`src/rlpe_pkg.sv`:
```
// Shared types, constants and the palette table for the GRB LED pulse encoder.
`timescale 1ns / 1ps
package rlpe_pkg;

    // Field widths
    localparam int CH_W    = 8;
    localparam int TICK_W  = 12;
    localparam int PULSE_W = 6;
    localparam int LEVEL_W = 3;
    localparam int PROD_W  = CH_W + LEVEL_W;
    localparam int OUT_W   = 2 + 2 * TICK_W;

    // Divide by five: floor(x * 3277 / 2^14) is exact for x < 16384
    localparam int RECIP5_W     = 12;
    localparam int RECIP5_SHIFT = 14;
    localparam logic [RECIP5_W-1:0] RECIP5 = 12'd3277;
    localparam int SCALE_MUL_W  = PROD_W + RECIP5_W;
    localparam logic [CH_W-1:0] CH_MAX = 8'd255;
    localparam logic [CH_W-1:0] CH_ORANGE_G = 8'd165;

    // Configuration register indexes
    localparam int CFG_IDX_W = 3;
    localparam int CFG_DATA_W = 12;
    localparam logic [CFG_IDX_W-1:0] CFG_BRIGHTNESS = 3'd0;
    localparam logic [CFG_IDX_W-1:0] CFG_ZERO_HIGH  = 3'd1;
    localparam logic [CFG_IDX_W-1:0] CFG_ZERO_LOW   = 3'd2;
    localparam logic [CFG_IDX_W-1:0] CFG_ONE_HIGH   = 3'd3;
    localparam logic [CFG_IDX_W-1:0] CFG_ONE_LOW    = 3'd4;
    localparam logic [CFG_IDX_W-1:0] CFG_RESET_LEN  = 3'd5;

    // Register reset values
    localparam logic [LEVEL_W-1:0] RST_BRIGHTNESS = 3'd5;
    localparam logic [PULSE_W-1:0] RST_ZERO_HIGH  = 6'd3;
    localparam logic [PULSE_W-1:0] RST_ZERO_LOW   = 6'd6;
    localparam logic [PULSE_W-1:0] RST_ONE_HIGH   = 6'd6;
    localparam logic [PULSE_W-1:0] RST_ONE_LOW    = 6'd3;
    localparam logic [TICK_W-1:0]  RST_RESET_LEN  = 12'd800;

    // Palette letters (ASCII)
    localparam logic [7:0] PAL_OFF    = 8'h30; // '0'
    localparam logic [7:0] PAL_WHITE  = 8'h57; // 'W'
    localparam logic [7:0] PAL_RED    = 8'h52; // 'R'
    localparam logic [7:0] PAL_GREEN  = 8'h47; // 'G'
    localparam logic [7:0] PAL_BLUE   = 8'h42; // 'B'
    localparam logic [7:0] PAL_YELLOW = 8'h59; // 'Y'
    localparam logic [7:0] PAL_CYAN   = 8'h43; // 'C'
    localparam logic [7:0] PAL_PURPLE = 8'h50; // 'P'
    localparam logic [7:0] PAL_ORANGE = 8'h4F; // 'O'

    // Sequencer states
    typedef enum logic [2:0] {
        S_IDLE,
        S_MUL,
        S_DIV,
        S_DATA,
        S_RST
    } t_state;

    typedef struct packed {
        logic            ok;
        logic [CH_W-1:0] r;
        logic [CH_W-1:0] g;
        logic [CH_W-1:0] b;
    } t_rgb;

    // Palette letter to RGB; ok is low for an unknown letter
    function automatic t_rgb palette_lookup(input logic [7:0] code);
        t_rgb c;
        c = '{ok: 1'b1, r: '0, g: '0, b: '0};
        unique case (code)
            PAL_OFF:    ;
            PAL_WHITE:  begin c.r = CH_MAX; c.g = CH_MAX; c.b = CH_MAX; end
            PAL_RED:    c.r = CH_MAX;
            PAL_GREEN:  c.g = CH_MAX;
            PAL_BLUE:   c.b = CH_MAX;
            PAL_YELLOW: begin c.r = CH_MAX; c.g = CH_MAX; end
            PAL_CYAN:   begin c.g = CH_MAX; c.b = CH_MAX; end
            PAL_PURPLE: begin c.r = CH_MAX; c.b = CH_MAX; end
            PAL_ORANGE: begin c.r = CH_MAX; c.g = CH_ORANGE_G; end
            default:    c.ok = 1'b0;
        endcase
        return c;
    endfunction

endpackage

```
`src/rlpe_scale.sv`:
```
// Shared brightness scaler: channel * level, registered, then divide by five.
`timescale 1ns / 1ps
module rlpe_scale (
    input  logic                               i_clk,
    input  logic                               i_en,
    input  logic [rlpe_pkg::CH_W-1:0]          i_chan,
    input  logic [rlpe_pkg::LEVEL_W-1:0]       i_level,
    output logic [rlpe_pkg::CH_W-1:0]          o_scaled
);

    localparam int QUOT_W = rlpe_pkg::SCALE_MUL_W - rlpe_pkg::RECIP5_SHIFT;

    logic [rlpe_pkg::PROD_W-1:0]      r_prod;
    logic [rlpe_pkg::SCALE_MUL_W-1:0] w_mul;
    logic [QUOT_W-1:0]                w_quot;

    // Stage one: channel times brightness level
    always_ff @(posedge i_clk) begin
        if (i_en) begin
            r_prod <= rlpe_pkg::PROD_W'(i_chan) * rlpe_pkg::PROD_W'(i_level);
        end
    end

    // Stage two: reciprocal multiply for the divide by five, then saturate
    assign w_mul  = rlpe_pkg::SCALE_MUL_W'(r_prod)
                  * rlpe_pkg::SCALE_MUL_W'(rlpe_pkg::RECIP5);
    assign w_quot = w_mul[rlpe_pkg::SCALE_MUL_W-1:rlpe_pkg::RECIP5_SHIFT];
    assign o_scaled = (w_quot > QUOT_W'(rlpe_pkg::CH_MAX)) ? rlpe_pkg::CH_MAX
                    : w_quot[rlpe_pkg::CH_W-1:0];

endmodule

```
`src/rgb_led_pulse_encoder.sv`:
```
// Top level of the one-wire GRB LED pulse encoder.
//
//  channel | dir | transfer when           | payload
//  s_axis  | in  | s_axis_tvalid & tready  | one LED: color, kind, end of frame
//  m_axis  | out | m_axis_tvalid & tready  | one pulse item: levels and ticks
//  cfg     | in  | i_cfg_we                | register index and value
//
// An LED is accepted, then passes through the shared scaler one channel at a time
// (multiply by level, then divide by five), then one pulse item per cycle while
// m_axis is not stalled: 24 data items plus one reset item at frame end.
// An unknown palette letter skips the scaler and the data items.
// Reset (synchronous, active low) returns the configuration registers to their
// defaults and the sequencer to idle. A stalled m_axis holds the output register and,
// in the data and reset states, the sequencer; s_axis_tready is high only in idle.
`timescale 1ns / 1ps
module rgb_led_pulse_encoder (
    input  logic        i_clk,
    input  logic        i_rst_n,
    // tdata: palette_code[7:0], red_value[15:8], green_value[23:16], blue_value[31:24]
    input  logic [31:0] s_axis_tdata,
    // tuser: kind[0]
    input  logic        s_axis_tuser,
    input  logic        s_axis_tlast,
    input  logic        s_axis_tvalid,
    output logic        s_axis_tready,
    // tdata: first_level[0], first_ticks[12:1], second_level[13],
    //        second_ticks[25:14], zero fill[31:26]
    output logic [31:0] m_axis_tdata,
    output logic        m_axis_tlast,
    output logic        m_axis_tvalid,
    input  logic        m_axis_tready,
    input  logic                                i_cfg_we,
    input  logic [rlpe_pkg::CFG_IDX_W-1:0]      i_cfg_idx,
    input  logic [rlpe_pkg::CFG_DATA_W-1:0]     i_cfg_data
);

    localparam int BITS = 3 * rlpe_pkg::CH_W;
    localparam logic [4:0] LAST_BIT = 5'(BITS - 1);
    localparam logic [1:0] LAST_CH  = 2'd2;

    // Configuration registers
    logic [rlpe_pkg::LEVEL_W-1:0] r_level;
    logic [rlpe_pkg::PULSE_W-1:0] r_zero_high, r_zero_low, r_one_high, r_one_low;
    logic [rlpe_pkg::TICK_W-1:0]  r_reset_len;

    // Sequencer and item state
    rlpe_pkg::t_state r_state, n_state;
    logic [1:0]            r_ch, n_ch;
    logic [4:0]            r_bit, n_bit;
    logic [BITS-1:0]       r_word, n_word;
    logic [rlpe_pkg::CH_W-1:0] r_r, r_g, r_b, n_r, n_g, n_b;
    logic                  r_eof, n_eof;

    // Output register
    logic                      r_out_valid, n_out_valid;
    logic [rlpe_pkg::OUT_W-1:0] r_out_data, n_out_data;
    logic                      r_out_last, n_out_last;

    logic                      w_accept;
    logic                      w_load_out;
    logic                      w_scale_en;
    logic [rlpe_pkg::CH_W-1:0] w_chan;
    logic [rlpe_pkg::CH_W-1:0] w_scaled;
    rlpe_pkg::t_rgb            w_pal;

    assign w_accept   = s_axis_tvalid && s_axis_tready;
    assign w_load_out = !r_out_valid || m_axis_tready;
    assign w_pal      = rlpe_pkg::palette_lookup(s_axis_tdata[7:0]);

    // Channel feed to the scaler in G, R, B order
    always_comb begin
        unique case (r_ch)
            2'd0:    w_chan = r_g;
            2'd1:    w_chan = r_r;
            default: w_chan = r_b;
        endcase
    end

    rlpe_scale u_scale (
        .i_clk    (i_clk),
        .i_en     (w_scale_en),
        .i_chan   (w_chan),
        .i_level  (r_level),
        .o_scaled (w_scaled)
    );

    // Configuration writes
    always_ff @(posedge i_clk) begin
        if (!i_rst_n) begin
            r_level     <= rlpe_pkg::RST_BRIGHTNESS;
            r_zero_high <= rlpe_pkg::RST_ZERO_HIGH;
            r_zero_low  <= rlpe_pkg::RST_ZERO_LOW;
            r_one_high  <= rlpe_pkg::RST_ONE_HIGH;
            r_one_low   <= rlpe_pkg::RST_ONE_LOW;
            r_reset_len <= rlpe_pkg::RST_RESET_LEN;
        end else if (i_cfg_we) begin
            unique case (i_cfg_idx)
                rlpe_pkg::CFG_BRIGHTNESS: r_level <= i_cfg_data[rlpe_pkg::LEVEL_W-1:0];
                rlpe_pkg::CFG_ZERO_HIGH:  r_zero_high <= i_cfg_data[rlpe_pkg::PULSE_W-1:0];
                rlpe_pkg::CFG_ZERO_LOW:   r_zero_low <= i_cfg_data[rlpe_pkg::PULSE_W-1:0];
                rlpe_pkg::CFG_ONE_HIGH:   r_one_high <= i_cfg_data[rlpe_pkg::PULSE_W-1:0];
                rlpe_pkg::CFG_ONE_LOW:    r_one_low <= i_cfg_data[rlpe_pkg::PULSE_W-1:0];
                rlpe_pkg::CFG_RESET_LEN:  r_reset_len <= i_cfg_data;
                default: ;
            endcase
        end
    end

    // Next state, item registers and pulse item generation
    always_comb begin
        n_state     = r_state;
        n_ch        = r_ch;
        n_bit       = r_bit;
        n_word      = r_word;
        n_r         = r_r;
        n_g         = r_g;
        n_b         = r_b;
        n_eof       = r_eof;
        n_out_data  = r_out_data;
        n_out_last  = r_out_last;
        n_out_valid = r_out_valid && !m_axis_tready;
        w_scale_en  = 1'b0;
        s_axis_tready = (r_state == rlpe_pkg::S_IDLE);

        unique case (r_state)
            rlpe_pkg::S_IDLE: begin
                if (w_accept) begin
                    n_eof = s_axis_tlast;
                    n_ch  = '0;
                    n_bit = '0;
                    if (s_axis_tuser) begin
                        n_r = s_axis_tdata[15:8];
                        n_g = s_axis_tdata[23:16];
                        n_b = s_axis_tdata[31:24];
                        n_state = rlpe_pkg::S_MUL;
                    end else begin
                        n_r = w_pal.r;
                        n_g = w_pal.g;
                        n_b = w_pal.b;
                        if (w_pal.ok) begin
                            n_state = rlpe_pkg::S_MUL;
                        end else if (s_axis_tlast) begin
                            n_state = rlpe_pkg::S_RST;
                        end
                    end
                end
            end
            rlpe_pkg::S_MUL: begin
                w_scale_en = 1'b1;
                n_state    = rlpe_pkg::S_DIV;
            end
            rlpe_pkg::S_DIV: begin
                n_word = {r_word[BITS-rlpe_pkg::CH_W-1:0], w_scaled};
                if (r_ch == LAST_CH) begin
                    n_ch    = '0;
                    n_state = rlpe_pkg::S_DATA;
                end else begin
                    n_ch    = r_ch + 2'd1;
                    n_state = rlpe_pkg::S_MUL;
                end
            end
            rlpe_pkg::S_DATA: begin
                if (w_load_out) begin
                    n_out_valid = 1'b1;
                    // second_ticks, second_level, first_ticks, first_level
                    if (r_word[BITS-1]) begin
                        n_out_data = {rlpe_pkg::TICK_W'(r_one_low), 1'b0,
                                      rlpe_pkg::TICK_W'(r_one_high), 1'b1};
                    end else begin
                        n_out_data = {rlpe_pkg::TICK_W'(r_zero_low), 1'b0,
                                      rlpe_pkg::TICK_W'(r_zero_high), 1'b1};
                    end
                    n_out_last = (r_bit == LAST_BIT) && !r_eof;
                    n_word     = {r_word[BITS-2:0], 1'b0};
                    if (r_bit == LAST_BIT) begin
                        n_bit   = '0;
                        n_state = r_eof ? rlpe_pkg::S_RST : rlpe_pkg::S_IDLE;
                    end else begin
                        n_bit = r_bit + 5'd1;
                    end
                end
            end
            rlpe_pkg::S_RST: begin
                if (w_load_out) begin
                    n_out_valid = 1'b1;
                    n_out_data  = {rlpe_pkg::TICK_W'(0), 1'b0, r_reset_len, 1'b0};
                    n_out_last  = 1'b1;
                    n_state     = rlpe_pkg::S_IDLE;
                end
            end
            default: n_state = rlpe_pkg::S_IDLE;
        endcase
    end

    // Control registers
    always_ff @(posedge i_clk) begin
        if (!i_rst_n) begin
            r_state     <= rlpe_pkg::S_IDLE;
            r_ch        <= '0;
            r_bit       <= '0;
            r_out_valid <= 1'b0;
        end else begin
            r_state     <= n_state;
            r_ch        <= n_ch;
            r_bit       <= n_bit;
            r_out_valid <= n_out_valid;
        end
    end

    // Payload registers
    always_ff @(posedge i_clk) begin
        r_word     <= n_word;
        r_r        <= n_r;
        r_g        <= n_g;
        r_b        <= n_b;
        r_eof      <= n_eof;
        r_out_data <= n_out_data;
        r_out_last <= n_out_last;
    end

    assign m_axis_tvalid = r_out_valid;
    assign m_axis_tdata  = {(32 - rlpe_pkg::OUT_W)'(0), r_out_data};
    assign m_axis_tlast  = r_out_last;

    // Checks
    a_bit_range: assert property (@(posedge i_clk) disable iff (!i_rst_n)
        (r_state == rlpe_pkg::S_DATA) |-> (r_bit <= LAST_BIT))
        else $error("bit counter ran past the last data bit");

    a_ch_range: assert property (@(posedge i_clk) disable iff (!i_rst_n)
        (r_state == rlpe_pkg::S_MUL || r_state == rlpe_pkg::S_DIV) |-> (r_ch != 2'd3))
        else $error("scaler channel index out of range");

    a_reset_is_last: assert property (@(posedge i_clk) disable iff (!i_rst_n)
        (m_axis_tvalid && !m_axis_tdata[0]) |-> m_axis_tlast)
        else $error("reset item not marked as last");

    a_direct_scales: assert property (@(posedge i_clk) disable iff (!i_rst_n)
        (w_accept && s_axis_tuser) |=> (r_state == rlpe_pkg::S_MUL))
        else $error("direct color did not start the scaler");

endmodule
```
`config.mk`:
```
export PLATFORM = sky130hd
export DESIGN_NAME = rgb_led_pulse_encoder
export DESIGN_NICKNAME = d
export VERILOG_FILES = /design/src/rlpe_pkg.sv /design/src/rlpe_scale.sv /design/src/rgb_led_pulse_encoder.sv
export SDC_FILE = /design/constraint.sdc
export NUM_CORES = 1
export LEC_CHECK = 0
export BUFFER_PORTS_ARGS = -buffer_cell sky130_fd_sc_hd__buf_2
export CAP_MARGIN = 20
export CELL_PAD_IN_SITES_DETAIL_PLACEMENT = 1
export CELL_PAD_IN_SITES_GLOBAL_PLACEMENT = 1
export CORE_UTILIZATION = 45
export CTS_CLUSTER_SIZE = 25
export DETAILED_ROUTE_END_ITERATION = 8
export PLACE_DENSITY_LB_ADDON = 0.1
export REMOVE_ABC_BUFFERS = 1
export SYNTH_ARGS = -nofsm -noshare
export SYNTH_HDL_FRONTEND = slang
export SYNTH_SLANG_ARGS = --single-unit
```
`constraint.sdc`:
```
create_clock -name i_clk -period 6.58 [get_ports i_clk]
set_input_delay 0.329 -clock i_clk [delete_from_list [all_inputs] [get_ports i_clk]]
set_output_delay 0.329 -clock i_clk [all_outputs]
set_load 0.05 [all_outputs]
```
==> impl_results.md, run 1 <==
- Cts hold-fix bufs: 0
- Die Ht: 138.9 µm
- Dpl ws: 1.456 ns
- Commonest cells after routing, fill and taps aside: nand2_1 (148), inv_1 (95), edfxtp_1 (80)
- Status: finished, final reports clean
- # Max-Cap Violations: 0
- Worst setup SP type: flip-flop
- Clk sink count: 130
- CTS tree: built
- Tot GR Track Use: 21.07%
- Max clock buf depth: 2
- F_max: 194.8 MHz
- Pwr dens: 493.5 nW/µm²
- Clock Tree Root: clkbuf_16
- Final setup fails: 0
- Leakage: 0.004374 µW
- Fraction of layout cells with a size suffix above 1: 14.19%
- Die Wd: 138.9 µm
- Core ar.: 18150 µm²
- Mapped Cells: 848
- Fin. Hold Viols: 0
- Worst path most repeated cell: fa_1
- Die area: 19310 µm²
- Via count: 6092
- Synthesized area per cell: 9.952 µm²
- DRT Pass-1 Iters: 6
- DR iter-0 viols: 189
- Slew headroom: 34.53%
- Starting Density: 46.50%
- Largest net degree at the start of global routing: 50
- Row count: 49
- Crit-path max cell delay: 0.54 ns
- I/O Buffers: 75
- Post-synth EDFFs: 80
- Routed WL per cell: 16.36 µm
- Critical Path RT: 6.76 ns
- Top_reg_cell synth: edfxtp_1
- WHS Path Cells: 1
- Final wirelength: 18.97 mm
- Synth warn: 0
- CP endpoint kind: flip-flop
- Setup Buffers After CTS: 0
- R2r startpoint: u_scale.r_prod[8]
- Max VDD drop: 0.0002354 V
- Clock Skew: 0.01361 ns
- # DRC: 0
- Mapped Area: 8439 µm²
- Final worst path period share: 78.03%
- H-tree level count: 4
- CP Max Fanout: 6
- Reg2Reg Depth: 15
- RSZ-0062 raised after global routing: no
- Via/cell ratio: 5.252
- Internal reg-to-reg setup slack: 1.45 ns
- Min cycle time layout: 5.135 ns
- Post-CTS sizing: 0
- Nets: 1086
- Post-detail-place hpwl: 14.48 mm
- Top Ports: 89
- Area delta synth->final: 13.73%
- WHS Endpoint: r_eof
- Total global routing overflow: 0
- Fraction of registers with async set/reset: 0%
- Critical path, cell by cell: ha_1 -> inv_1 -> fa_1 -> fa_1 -> inv_1 -> fa_1 -> fa_1 -> ha_1 -> a21oi_1 -> o21ai_0 -> a211oi_2 -> o41ai_2 -> xnor2_1 -> nand2_2 -> o22a_2
- Max-slew violations: 0
- CP arrival: 5.31 ns
- Slew @ Worst Pin: 0.9809 ns
- Initial antenna violation count: 2
- Final RePlAce weighted congestion: 0.8603
- FILL cells: 2090
- Crit Reg-Reg Endpoint: r_word[1]
- Total negative setup slack: 0 ns
- Global-route wire length before repair: 32.15 mm
- Routed Antenna Nets: 0
- Clock transition at the registers of the reported paths: 0.07 ns
- Cts bufs inserted: 17
- Seq/Total Area, Yosys: 40.33%
- Most common cell after layout, fill and taps aside: nand2_1
- Kind of critical path: reg -> reg
- #FFs+latches synth: 130
- Vias in the first global route: 6560
- Hold/Removal Path Class: in -> reg
- Tot Pwr: 4737 µW
- Number of distinct library cells after synthesis: 59
- Critical path's slowest cell: fa_1
- Fin worst setup slack: 1.445 ns
- Hold Path Origin: s_axis_tlast
- Clk_lat worst skew: 0.42 ns
-- cells by family after synthesis --
group / after synthesis / share of synthesized area (%)
compound gates: 125 / 9.637
xor+xnor: 15 / 1.557
fa+ha+maj: 115 / 20.43
buf+inv: 136 / 6.701
flops: 130 / 40.33
mux: 48 / 5.693
other cells: 1 / 0.04443
simple gates: 278 / 15.61
-- where the power goes --
part           internal (µW)  switching [µW]
logic                   1080            1580
registers               1030            47.9
clock network            611             394
total                   2720            2020
-- routing by layer --
layer,up-vias,wire [µm],share of wire (%),track usage (%)
met5,-,11,0.058,0
met1,2974,8489,45,25.71
met2,110,9421,50,36.98
li1,2981,-,-,-
met3,25,782,4.1,4.696
met4,2,267,1.4,6.608
-- through the flow --
step                      cells  instance area, µm²  hold slack (ns)  utilization, %
after global placement     1127                8975           0.4492           49.46
final                      1160                9598          0.09357           52.89
after global routing       1159                9595          0.08419           52.88
after floorplan             819                8275           0.3909               -
after detailed placement   1127                8975           0.4587           49.46
after CTS                  1159                9595          0.07504           52.88
-- cell type report --
cell class,instances,area [µm²],area share (%)
diodes,1,2.502,0.02607
clock inverters,14,191.4,1.995
flip-flops and latches,130,3403,35.46
repair buffers,79,405.4,4.224
clock buffers,18,429.2,4.471
inverters,95,356.6,3.715
well taps,229,286.5,2.985
multi-input cells,594,4523,47.13
-- flip-flops by register name, indices dropped and copies added, names as in the netlist, 2 cells and up --
signal and flops:
r_r 8, r_bit 5, r_zero_low 6, r_one_low 6, r_state 3, u_scale.r_prod 11, r_one_high 6, r_b 8
r_word 24, r_g 8, r_zero_high 6, r_level 3, r_out_data 19, r_ch 2, r_reset_len 12
-- synth_stat cells (10+ instances only) --
cell | number | area (µm²)
o21ai_0 | 31 | 155.2
xnor2_1 | 10 | 87.58
dfxtp_1 | 50 | 1001
clkbuf_1 | 19 | 71.32
a21o_1 | 22 | 165.2
nor2_1 | 33 | 123.9
fa_1 | 38 | 760.7
nand2b_1 | 11 | 68.82
ha_1 | 77 | 963.4
buf_4 | 14 | 105.1
nor2b_1 | 29 | 181.4
mux2i_1 | 48 | 480.5
nand3_1 | 12 | 60.06
inv_1 | 95 | 356.6
edfxtp_1 | 80 | 2402
a21oi_1 | 31 | 155.2
a21boi_0 | 11 | 82.58
nand2_1 | 148 | 555.5
-- worst max-delay path, delay by kind of cell (launching register included) --
kind                     cells  cell delay [ns]
buffers and inverters        2             0.13
adder cells (fa/ha/maj)      6             2.77
XOR/XNOR                     1             0.28
AO/OA/AOI/OAI                5             1.12
flip-flops                   1             0.46
AND/OR/NAND/NOR              1             0.16
-- worst max path at each step --
stage                            from   endpoint  slack, ns  depth (start not counted)
floorplan           u_scale.r_prod[9]  r_word[1]       1.86                         17
CTS                 u_scale.r_prod[8]  r_word[1]       1.45                         15
global placement    u_scale.r_prod[5]  r_word[5]       1.64                         15
global route        u_scale.r_prod[8]  r_word[1]       1.20                         15
detailed placement  u_scale.r_prod[8]  r_word[1]       1.46                         15
finish              u_scale.r_prod[8]  r_word[1]       1.45                         15
No activity file was read; power rests on OpenSTA's default activity.
==> run 2: changes to the inputs <==
==> constraint.sdc (replaced) <==
create_clock -name i_clk -period 5.1 [get_ports i_clk]
set_input_delay 0.255 -clock i_clk [delete_from_list [all_inputs] [get_ports i_clk]]
set_output_delay 0.255 -clock i_clk [all_outputs]
set_load 0.05 [all_outputs]
==> impl_results.md, run 2 (synthesized netlist as in run 1, its figures left out) <==
- Via/cell ratio: 5.240
- Pwr dens: 654.4 nW/µm²
- Fraction of layout cells with a size suffix above 1: 16.30%
- Largest register by flop count: r_word
- Min Hold Slack: 0.02697 ns
- Vias in the first global route: 6688
- Buf/Inv on CP: 3
- Max-slew violations: 0
- Die Wd: 138.9 µm
- Critical path's slowest cell: fa_1
- Min cycle time layout: 4.929 ns
- Critical path, cell by cell: ha_4 -> inv_1 -> fa_1 -> fa_1 -> inv_1 -> fa_1 -> fa_1 -> ha_4 -> nand4_1 -> nor3_2 -> a211oi_2 -> buf_4 -> o41ai_4 -> xnor2_2 -> nand2_2 -> o22a_2
- Post-detail-place hpwl: 14.61 mm
- Cts bufs inserted: 17
- Top Ports: 89
- RSZ-0062 raised after global routing: yes
- DRT Pass-1 Iters: 6
- Clock Tree Root: clkbuf_16
- Placed Area: 8990 µm²
- Worst path most repeated cell: fa_1
- Tot GR Track Use: 21.25%
- Final setup fails: 0
- Largest net degree at the start of global routing: 50
- Commonest cells after routing, fill and taps aside: nand2_1 (148), inv_1 (93), edfxtp_1 (80)
- Hold/Removal Path Class: in -> reg
- F_max: 202.9 MHz
- Starting Density: 46.50%
- CP endpoint kind: flip-flop
- Final cell count without fillers: 1175
- Die Ht: 138.9 µm
- Crit-path leading delay family: adder cells
- Max reg flops: 24
- Slew headroom: 35.11%
- Kind of critical path: reg -> reg
- # DRC: 0
- Slew @ Worst Pin: 0.9723 ns
- DR iter-0 viols: 247
- Cts hold-fix bufs: 0
- Clk sink count: 130
- CTS tree: built
- Core ar.: 18150 µm²
- # Max-Cap Violations: 0
- H-tree level count: 4
- Clock transition at the registers of the reported paths: 0.06 ns
- Final wirelength: 19.42 mm
- DR WL met3: 663 µm
- Clock Skew: 0.008993 ns
- Routed metal-1 wirelength: 8.620 mm
- Critical Path RT: 5.27 ns
- Area delta synth->final: 15.46%
- Max layer used: met5
- Max VDD drop: 0.0003388 V
- Routed WL per cell: 16.53 µm
- Design Area, Final: 9744 µm²
- CP Max Fanout: 6
- Tot Pwr: 6377 µW
- Nets: 1101
- Met2 routed WL: 9.826 mm
- Via count: 6157
- Leakage: 0.004455 µW
- Final worst path period share: 96.65%
- Total negative setup slack: 0 ns
- Die area: 19310 µm²
- Global-route wire length before repair: 32.57 mm
- Fin. Hold Viols: 0
- Crit-path max cell delay: 0.56 ns
- Top Registers: r_word: 24 flops, r_out_data: 19 flops, r_reset_len: 12 flops
- Post-Place Cells: 1129
- Max clock buf depth: 2
- Status: finished, final reports clean
- Worst setup SP type: flip-flop
- Final RePlAce weighted congestion: 0.8224
- CP arrival: 5.10 ns
- Initial antenna violation count: 2
- Most common cell after layout, fill and taps aside: nand2_1
- FILL cells: 2030
- Clk_lat worst skew: 0.42 ns
- Row count: 49
- Routed Antenna Nets: 0
- I/O Buffers: 75
- Total global routing overflow: 0
-- run 2: cell type report --
type | count | area, µm² | share of cell area (%)
repair buffers | 94 | 518.0 | 5.316
clock inverters | 13 | 148.9 | 1.528
flip-flops and latches | 130 | 3403 | 34.93
well taps | 229 | 286.5 | 2.940
diodes | 1 | 2.502 | 0.02568
inverters | 95 | 356.6 | 3.659
multi-input cells | 594 | 4596 | 47.16
clock buffers | 19 | 432.9 | 4.443
-- run 2: power by group --
group          switching (µW)  internal (µW)  total, µW
logic                    2160           1610       3770
clock network             489            730       1220
registers                59.6           1330       1390
total                    2710           3670       6380
-- run 2: metal layers --
metal  GRT usage, %  vias to the layer above
met2          38.01                       99
met3          4.523                       25
met4          6.550                        2
met1          25.50                     3020
met5              0                        -
li1               -                     3011
-- run 2: timing repair --
item	in CTS	in global routing
setup endpoints to repair	5	8
gates resized for setup	5	4
pin swaps	9	11
setup buffers	9	4
-- run 2: worst paths after layout --
path / start / to / slack [ns] / depth (start not counted)
max reg2reg: u_scale.r_prod[9] / r_word[1] / 0.17 / 16
max: u_scale.r_prod[9] / r_word[1] / 0.17 / 16
min reg2reg: r_reset_len[11] / r_reset_len[11] / 0.46 / 2
min: s_axis_tlast / r_eof / 0.03 / 1
-- run 2: per-stage QoR --
| stage | utilization [%] | setup slack [ns] |
|---|---|---|
| 2_1_floorplan | - | 0.3816 |
| 4_1_cts | 53.39 | 0.001678 |
| 6_report | 53.70 | 0.1707 |
| 3_3_place_gp | 49.54 | 0.1753 |
| 3_5_place_dp | 49.54 | -0.02991 |
| 5_1_grt | 53.68 | -0.008979 |
==> run 3: changes to the inputs <==
--- a/config.mk
+++ b/config.mk
@@ -7,12 +7,10 @@
 export LEC_CHECK = 0
 export BUFFER_PORTS_ARGS = -buffer_cell sky130_fd_sc_hd__buf_2
 export CAP_MARGIN = 20
-export CELL_PAD_IN_SITES_DETAIL_PLACEMENT = 1
-export CELL_PAD_IN_SITES_GLOBAL_PLACEMENT = 1
 export CORE_UTILIZATION = 45
 export CTS_CLUSTER_SIZE = 25
 export DETAILED_ROUTE_END_ITERATION = 8
-export PLACE_DENSITY_LB_ADDON = 0.1
+export HOLD_SLACK_MARGIN = 0.05
 export REMOVE_ABC_BUFFERS = 1
 export SYNTH_ARGS = -nofsm -noshare
 export SYNTH_HDL_FRONTEND = slang
==> impl_results.md, run 3 (synthesized netlist as in run 1, its figures left out) <==
- Status: finished, final reports clean
- Final wirelength: 16.76 mm
- Design Area, Final: 9758 µm²
- # Max-Cap Violations: 0
- Register area: 3403 µm²
- Max clock buf depth: 2
- Post-detail-place hpwl: 12.44 mm
- Net switching power: 2540 µW
- Area delta synth->final: 15.63%
- DRT Pass-1 Iters: 5
- CP Max Fanout: 6
- Slew headroom: 37.00%
- # DRC: 0
- Routed WL per cell: 14.30 µm
- Final RePlAce weighted congestion: 0.8633
- Top Usage Layer GRT: met2
- CP arrival: 5.03 ns
- Slew @ Worst Pin: 0.9440 ns
- Clock transition at the registers of the reported paths: 0.06 ns
- Leakage: 0.004457 µW
- Met1 Use GR: 23.95%
- Core ar.: 18150 µm²
- Clk_lat worst skew: 0.42 ns
- Final cell count without fillers: 1172
- I/O Buffers: 75
- Total internal power: 3634 µW
- Buf/Inv on CP: 5
- Vias in the first global route: 5837
- Top Registers: r_word: 24 flops, r_out_data: 19 flops, r_reset_len: 12 flops
- Via/cell ratio: 4.982
- Die Wd: 138.9 µm
- Most common cell after layout, fill and taps aside: nand2_1
- Top Ports: 89
- Max-slew violations: 0
- Initial antenna violation count: 0
- Clk sink count: 130
- Critical Path RT: 5.28 ns
- Commonest cells after routing, fill and taps aside: nand2_1 (148), inv_1 (93), edfxtp_1 (80)
- Fraction of layout cells with a size suffix above 1: 16.01%
- M3 GR Usage: 3.626%
- Starting Density: 46.50%
- Multi-input gate area in the final layout: 4592 µm²
- Sw frac: 41.14%
- Kind of critical path: reg -> reg
- Final setup fails: 0
- Min cycle time layout: 4.854 ns
- Post-Place Cells: 1132
- Pwr dens: 632.7 nW/µm²
- Critical path, cell by cell: inv_1 -> ha_1 -> inv_2 -> fa_1 -> fa_1 -> inv_1 -> fa_1 -> fa_1 -> inv_1 -> ha_1 -> nand4_1 -> nor3_2 -> a211oi_2 -> buf_4 -> o41ai_4 -> xnor2_2 -> nand2_2 -> o22a_2
- Combinational share of power: 57.3%
- Inserted Diodes: 0
- Nets: 1099
- Total global routing overflow: 0
- Min Hold Slack: 0.08395 ns
- FILL cells: 1649
- H-tree level count: 4
- Largest net degree at the start of global routing: 50
- Max reg flops: 24
- F_max: 206.0 MHz
- Fin. Hold Viols: 0
- Crit-path max cell delay: 0.52 ns
- Clock network power share: 20.2%
- Worst setup SP type: flip-flop
- Routed Antenna Nets: 0
- Die area: 19310 µm²
- Hold/Removal Path Class: in -> reg
- Final worst path period share: 95.18%
- Die Ht: 138.9 µm
- Clock Skew: 0.01650 ns
- Cts bufs inserted: 17
- Power share of the sequential group: 22.5%
- Max VDD drop: 0.0003593 V
- DR iter-0 viols: 188
- RSZ-0062 raised after global routing: no
- CTS tree: built
- Largest register by flop count: r_word
- Placed Area: 9012 µm²
- Final core occ: 53.77%
- Worst path most repeated cell: fa_1
- Tot GR Track Use: 18.35%
- Global-route wire length before repair: 28.21 mm
- Via count: 5839
- Clock Tree Root: clkbuf_16
- CP endpoint kind: flip-flop
- Crit-path leading delay family: adder cells
- GR Util met2: 30.54%
- Row count: 49
- Critical path's slowest cell: fa_1
[run 3: worst min-delay path, cell delays in order]
cell and delay (ns):
buf_2 0.10, nand2_1 0.04, a21boi_0 0.06
[run 3: routing by layer]
metal / part of all wire (%) / routed length (µm)
met1: 48 / 8053
met5: 0 / 0
met2: 48 / 8126
met3: 2.5 / 426
met4: 0.92 / 154
[run 3: power by group through the flow]
stage	clock, µW	combinational (µW)	sequential, µW
2_1_floorplan	0	2490	1460
3_3_place_gp	0	3270	1410
3_5_place_dp	0	3290	1410
6_report	1250	3540	1390
4_1_cts	1270	3340	1390
5_1_grt	1320	4040	1400
[run 3: layout make-up]
type	count	area share [%]
clock buffer	19	4.872
clock inverter	13	1.398
inverter	95	3.654
multi-input combinational	594	47.06
sequential	130	34.88
tap	229	2.936
timing repair buffer	92	5.206
[run 3: stage by stage]
step            TNS, ns  total power [µW]  worst slack [ns]
5_1_grt               0              6754          0.001926
3_3_place_gp          0              4676            0.1157
4_1_cts               0              6002           0.02632
3_5_place_dp   -0.04865              4702          -0.01317
6_report              0              6174            0.2457
2_1_floorplan         0              3946            0.3816
[run 3: path summary, 6_finish.rpt]
| kind | from | end | slack (ns) | cells past startpoint |
|---|---|---|---|---|
| worst max-delay path | u_scale.r_prod[9] | r_word[1] | 0.25 | 18 |
| worst min register to register | r_reset_len[10] | r_reset_len[10] | 0.47 | 2 |
| worst min-delay path | i_cfg_data[6] | r_reset_len[6] | 0.08 | 3 |
| worst max register to register | u_scale.r_prod[9] | r_word[1] | 0.25 | 18 |
[run 3: repair_timing]
action / in CTS / in global routing
endpoints found under the hold margin: 2 / 0
hold buffers: 2 / 0
pin swaps: 1 / 15
gates cloned: 0 / 0
buffers inserted: 1 / 6
gates resized for setup: 0 / 8
setup endpoints to repair: 6 / 8
